[src/design/rhts_pkg.sv]
// Package: shared constants, op codes and cell control type for the text matcher
`timescale 1ns / 1ps
package rhts_pkg;

  // Pattern capacity and field widths
  localparam int MAX_PATTERN = 32;
  localparam int CHAR_W      = 21;
  localparam int POS_W       = 32;
  localparam int CNT_W       = $clog2(MAX_PATTERN + 1);

  // Request op codes
  typedef enum logic [1:0] {
    OP_CLEAR   = 2'd0,
    OP_PATTERN = 2'd1,
    OP_TEXT    = 2'd2
  } op_t;

  // Shift enables broadcast along the cell row
  typedef struct packed {
    logic shift_text;
    logic shift_pat;
  } cell_ctrl_t;

endpackage

[src/design/rhts_cell.sv]
// One cell of the match row: holds a window character and a pattern character
`timescale 1ns / 1ps
module rhts_cell
  import rhts_pkg::*;
(
  input  logic              clk,
  input  cell_ctrl_t        ctrl,
  input  logic              en,
  input  logic [CHAR_W-1:0] txt_in,
  input  logic [CHAR_W-1:0] pat_in,
  output logic [CHAR_W-1:0] txt_out,
  output logic [CHAR_W-1:0] pat_out,
  output logic              hit
);

  logic [CHAR_W-1:0] txt_r;
  logic [CHAR_W-1:0] pat_r;

  // Window and pattern characters move one cell along on their shift
  always_ff @(posedge clk) begin
    if (ctrl.shift_text) begin
      txt_r <= txt_in;
    end
    if (ctrl.shift_pat) begin
      pat_r <= pat_in;
    end
  end

  // Compare the character arriving this cycle with the held pattern character;
  // cells beyond the pattern length always agree
  assign hit     = !en || (txt_in == pat_r);
  assign txt_out = txt_r;
  assign pat_out = pat_r;

endmodule

[src/design/rolling_hash_text_search.sv]
// The result of an accepted request is registered in the output register.
// One request per cycle while the output is not stalled; the whole window is compared in parallel by the
// row of MAX_PATTERN cells, each matching one window character against one pattern one.
// Input is taken whenever the output register is empty or being emptied.
// Reset (rst_n, synchronous, active low): empty pattern, text position zero,
// no result pending; stored characters are left as they are.
`timescale 1ns / 1ps
module rolling_hash_text_search
  import rhts_pkg::*;
(
  input  logic              clk,
  input  logic              rst_n,
  input  logic              in_valid,
  output logic              in_ready,
  input  logic [1:0]        in_op,
  input  logic [CHAR_W-1:0] in_char_code,
  output logic              out_valid,
  input  logic              out_ready,
  output logic              out_match,
  output logic [POS_W-1:0]  out_match_start,
  output logic              out_status
);

  logic [CNT_W-1:0] count_r, count_nxt;
  logic [POS_W-1:0] pos_r, pos_nxt;
  logic             out_valid_r, out_valid_nxt;
  logic             out_match_r, out_match_nxt;
  logic [POS_W-1:0] out_start_r, out_start_nxt;
  logic             out_status_r, out_status_nxt;

  logic             accept;
  op_t              op;
  cell_ctrl_t       ctrl;
  logic [POS_W-1:0] pos_inc;
  logic [POS_W-1:0] count_ext;
  logic             all_hit;

  logic [MAX_PATTERN-1:0] cell_en;
  logic [MAX_PATTERN-1:0] hits;
  logic [CHAR_W-1:0]      txt_chain [MAX_PATTERN];
  logic [CHAR_W-1:0]      pat_chain [MAX_PATTERN];

  assign in_ready = !out_valid_r || out_ready;
  assign accept   = in_valid && in_ready;
  assign op       = op_t'(in_op);

  // Row of cells; cell 0 takes the new character, the rest take their neighbour's
  for (genvar k = 0; k < MAX_PATTERN; k++) begin : g_cell
    logic [CHAR_W-1:0] txt_src;
    logic [CHAR_W-1:0] pat_src;

    if (k == 0) begin : g_head
      assign txt_src = in_char_code;
      assign pat_src = in_char_code;
    end else begin : g_body
      assign txt_src = txt_chain[k-1];
      assign pat_src = pat_chain[k-1];
    end

    assign cell_en[k] = (CNT_W'(k) < count_r);

    rhts_cell u_cell (
      .clk     (clk),
      .ctrl    (ctrl),
      .en      (cell_en[k]),
      .txt_in  (txt_src),
      .pat_in  (pat_src),
      .txt_out (txt_chain[k]),
      .pat_out (pat_chain[k]),
      .hit     (hits[k])
    );
  end

  assign all_hit   = &hits;
  assign pos_inc   = (pos_r == {POS_W{1'b1}}) ? pos_r : pos_r + POS_W'(1);
  assign count_ext = POS_W'(count_r);

  // Request decode, counters and result
  always_comb begin
    count_nxt      = count_r;
    pos_nxt        = pos_r;
    ctrl           = '0;
    out_valid_nxt  = out_valid_r;
    out_match_nxt  = out_match_r;
    out_start_nxt  = out_start_r;
    out_status_nxt = out_status_r;

    if (out_ready) begin
      out_valid_nxt = 1'b0;
    end

    if (accept) begin
      out_valid_nxt  = 1'b1;
      out_match_nxt  = 1'b0;
      out_start_nxt  = '0;
      out_status_nxt = 1'b0;
      case (op)
        OP_CLEAR: begin
          count_nxt = '0;
          pos_nxt   = '0;
        end
        OP_PATTERN: begin
          if (count_r == CNT_W'(MAX_PATTERN)) begin
            out_status_nxt = 1'b1;
          end else begin
            count_nxt      = count_r + CNT_W'(1);
            pos_nxt        = '0;
            ctrl.shift_pat = 1'b1;
          end
        end
        OP_TEXT: begin
          ctrl.shift_text = 1'b1;
          pos_nxt         = pos_inc;
          if ((count_r != '0) && (pos_inc >= count_ext) && all_hit) begin
            out_match_nxt = 1'b1;
            out_start_nxt = pos_inc - count_ext;
          end
        end
        default: begin
          // unused code: all-zero result, nothing changes
        end
      endcase
    end
  end

  always_ff @(posedge clk) begin
    if (!rst_n) begin
      count_r     <= '0;
      pos_r       <= '0;
      out_valid_r <= 1'b0;
    end else begin
      count_r     <= count_nxt;
      pos_r       <= pos_nxt;
      out_valid_r <= out_valid_nxt;
    end
  end

  // Result payload
  always_ff @(posedge clk) begin
    out_match_r  <= out_match_nxt;
    out_start_r  <= out_start_nxt;
    out_status_r <= out_status_nxt;
  end

  assign out_valid       = out_valid_r;
  assign out_match       = out_match_r;
  assign out_match_start = out_start_r;
  assign out_status      = out_status_r;

  // Pattern length never exceeds the cell row
  a_count_bound: assert property (@(posedge clk) disable iff (!rst_n)
    count_r <= CNT_W'(MAX_PATTERN))
    else $error("pattern count beyond capacity");

  // A match and a dropped pattern character never share one result
  a_match_status: assert property (@(posedge clk) disable iff (!rst_n)
    out_valid_r && out_match_r |-> !out_status_r)
    else $error("match and status both set");

  // A clear empties the pattern and restarts the text
  a_clear: assert property (@(posedge clk) disable iff (!rst_n)
    accept && (in_op == OP_CLEAR) |=> (count_r == '0) && (pos_r == '0))
    else $error("clear did not restart");

  // A matching window always starts before the current position
  a_start_bound: assert property (@(posedge clk) disable iff (!rst_n)
    accept && (in_op == OP_TEXT) |=> !out_match_r || (out_start_r < pos_r))
    else $error("match start beyond position");

  // A pending result is never overwritten while stalled
  a_hold: assert property (@(posedge clk) disable iff (!rst_n)
    out_valid_r && !out_ready |=> out_valid_r && $stable(out_start_r))
    else $error("stalled result lost");

endmodule

[config.mk]
export PLATFORM = sky130hd
export DESIGN_NAME = rolling_hash_text_search
export DESIGN_NICKNAME = d
export VERILOG_FILES = /design/src/design/rhts_pkg.sv /design/src/design/rhts_cell.sv /design/src/design/rolling_hash_text_search.sv
export SDC_FILE = /design/constraint.sdc
export NUM_CORES = 1
export LEC_CHECK = 0
export BUFFER_PORTS_ARGS = -buffer_cell sky130_fd_sc_hd__clkbuf_2
export CORE_UTILIZATION = 60
export CTS_CLUSTER_DIAMETER = 80
export CTS_CLUSTER_SIZE = 24
export DETAILED_ROUTE_END_ITERATION = 12
export PLACE_DENSITY = 0.76
export SYNTH_ARGS = -nofsm -noshare
export SYNTH_HDL_FRONTEND = slang
export SYNTH_SLANG_ARGS = --single-unit
[constraint.sdc]
create_clock -name clk -period 112.9 [get_ports clk]
set_clock_uncertainty 0.15 [all_clocks]
set_input_delay 11.29 -clock clk [delete_from_list [all_inputs] [get_ports clk]]
set_output_delay 11.29 -clock clk [all_outputs]
set_load 0.02 [all_outputs]
==> impl_metrics.yaml <==
status:
  outcome: "finished, final reports clean"
yosys:
  ys_seq_area_frac: 0.792
  netlist_instances: 2841
  ys.flop_type: "edfxtp_1"
  synth_commonest_cells: "edfxtp_1 (1,357), xnor2_1 (430), xor2_1 (287), nand4_1 (123), nor4_1 (87)"
  async_flop_share: 0
  synth_edf_count: 1357
  syn_nets: 2878
  ys_ff_latch: 1396
  synth.distinct_cells: 79
  yosys_warnings: 0
  syn_area_um2: 52400
  synthTopCellsByArea: "edfxtp_1 (78%), xnor2_1 (7.2%), xor2_1 (4.8%)"
  synth_top_area_cell: "edfxtp_1"
  syn_area_per_cell_um2: 18.5
  yosysMostFrequentCell: "edfxtp_1"
  synth_top_cell_area_share: 0.777
floorplanning:
  start_util: 0.605
  core.rowCount: 108
  ios: 63
  dieWidth_um: 298
  die_area_um2: 88600
  die_h_um: 298
  coreArea_um2: 86600
timing:
  slew_headroom: 0.132
  fin_crit_ns: 23.12
  whs_ns: 0.310
  tightest_slew_ns: 1.30
  post-route-period-util: 0.205
  setup_viol: 0
  rsz0062_at_grt: "no"
  hold_violations: 0
  max_freq_mhz: 43.3
  finalSetupTns_ns: 0
  slew_violations: 0
cts:
  cts_hold_buf: 0
  cts_resized: 0
  clk_path_buf_depth: 3
  numCtsBuffers: 69
  cts_tree: "built"
  postCtsSetupBuffers: 0
  clk_latency_ns: 0.64
  cts_max_level: 3
  clock-root-buffer: "clkbuf_16"
  clock_sinks: 1396
  clk_pin_slew_worst_paths_ns: 0.08
setup_path:
  slowest_stage: "clkbuf_2"
  cp-start-kind: "input pin"
  criticalPathCategory: "in -> out"
  path_max_fanout: 3
  critPathCaptureType: "output pin"
  slowest_delay_ns: 0.16
  path_common_cell: "clkbuf_2"
  cp_cell_sequence: "clkbuf_2, nand2b_1, clkbuf_2"
  crit_required_ns: 101.46
  cp.arrival_ns: 11.68
global_route:
  top_usage_layer: "met2"
  grt_first_pass_wirelength_um: 146000
  met2_usage: 0.391
  grt_max_degree: 199
  groute.layer.met3.usage: 0.0267
  track_usage: 0.218
  grtUsageMet1: 0.285
  grt_pass1_vias: 24500
  grt_overflow: 0
  antenna_found_initial: 1
final_layout:
  fillers: 5671
  area.growth.synth_to_final_pct: 6.92
  final_util: 0.647
  design_area_um2: 56100
  nNetsFinal: 2981
  drive_gt1_frac: 0.0763
  n_antenna_cell: 0
min_path:
  hp-class: "reg -> reg"
route:
  antenna_left: 0
  vias_per_cell: 5.81
  dr.pass1.iters: 6
  vias: 24000
  drt_iter0_drc: 2544
  drt_wl_total_um: 96500
  drc: 0
  post_drt_wl_per_cell_um: 23.4
place:
  routabilityCongestion: 0.858
  portBuffers: 62
  post_dp_cell_area_um2: 54100
  dp_hpwl_um: 66600
pwr:
  ir_worst_vdd_v: 0.0000153
  power_density_nw_per_um2: 15.8
  leakagePower_nw: 17.2
job:
  drv_cap: 0
-- sequential cells by signal, indices dropped and copies added (netlist names) --
| register | flops |
|---|---|
| pos_r | 32 |
| g_cell.u_cell.pat_out | 672 |
| count_r | 6 |
| out_valid | 1 |
| g_cell.u_cell.txt_out | 651 |
| out_match_start | 32 |
| out_status | 1 |
| out_match | 1 |
-- cell type report --
cell class / instances / area (µm²) / share of cell area
multi-input combinational: 1379 / 10600 / 0.188
timing repair buffer: 77 / 448 / 0.00799
inverter: 21 / 86.3 / 0.00154
clock inverter: 10 / 120 / 0.00214
tap: 1155 / 1450 / 0.0258
clock buffer: 93 / 1890 / 0.0337
sequential: 1396 / 41500 / 0.741
-- worst paths after layout --
kind	cells past startpoint	start	slack [ns]	end
max	3	out_ready	89.78	in_ready
min	0	g_cell[11].u_cell.txt_out[8]	0.31	g_cell[12].u_cell.txt_out[8]
max reg2reg	16	pos_r[10]	106.14	out_match_start[31]
min reg2reg	0	g_cell[11].u_cell.txt_out[8]	0.31	g_cell[12].u_cell.txt_out[8]
-- report_power, final --
part	total, mW	switching [mW]	leakage, nW	internal [mW]
Combinational	0.0242	0.0161	3.45	0.00810
Clock	0.272	0.150	0.977	0.122
Sequential	0.588	0.00893	12.8	0.579
Total	0.884	0.175	17.2	0.709
-- routing by layer --
metal  wire length, µm  part of all wire
met1             38200              0.40
met2             51300              0.53
met3              5080             0.053
met4              1960             0.020
met5                13           0.00013
-- cells in the final DEF (no fill, tap or decap), types with 6 or more instances in the layout --
cell type | synthesis | routed
a31oi_1 | 6 | 6
and3_1 | 11 | 11
a21oi_1 | 34 | 34
o21a_1 | 8 | 8
nor2_1 | 41 | 41
nand4_1 | 123 | 123
inv_1 | 19 | 19
xnor2_1 | 430 | 430
nand3_1 | 46 | 46
clkbuf_16 | 0 | 72
buf_4 | 5 | 13
clkbuf_2 | 0 | 62
clkbuf_1 | 26 | 20
a22oi_1 | 17 | 17
ha_1 | 9 | 9
nor2b_1 | 24 | 24
nor3_1 | 36 | 36
nor3_2 | 27 | 27
o21ai_0 | 29 | 29
or3_1 | 9 | 9
a21o_1 | 6 | 6
nor4_1 | 87 | 87
edfxtp_1 | 1357 | 1357
a41oi_1 | 7 | 7
nand2_1 | 43 | 43
and2_1 | 11 | 11
xor2_1 | 287 | 287
dfxtp_1 | 39 | 39
-- cell families (layout without fill, tap and decap cells) --
group           count (synthesis)  in the layout  synth area share
fa+ha+maj                      10             10           0.00253
xor+xnor                      717            717             0.120
mux                             2              2          0.000382
compound gates                148            148            0.0199
flops                        1396           1396             0.792
buf+inv                        66            201           0.00704
simple gates                  502            502            0.0585
-- stage by stage --
step	instances	worst slack [ns]	power [mW]
after floorplan	2841	26.55	0.638
after global placement	4028	89.76	0.623
after detailed placement	4028	89.78	0.624
after CTS	4131	89.78	0.889
after global routing	4131	89.74	0.908
final	4131	89.78	0.884
-- critical path, delay by kind of cell --
family                 cells  cell delay [ns]
buffers and inverters      2             0.23
AND/OR/NAND/NOR            1             0.15
Note: power is estimated with default switching activity, not from simulation.
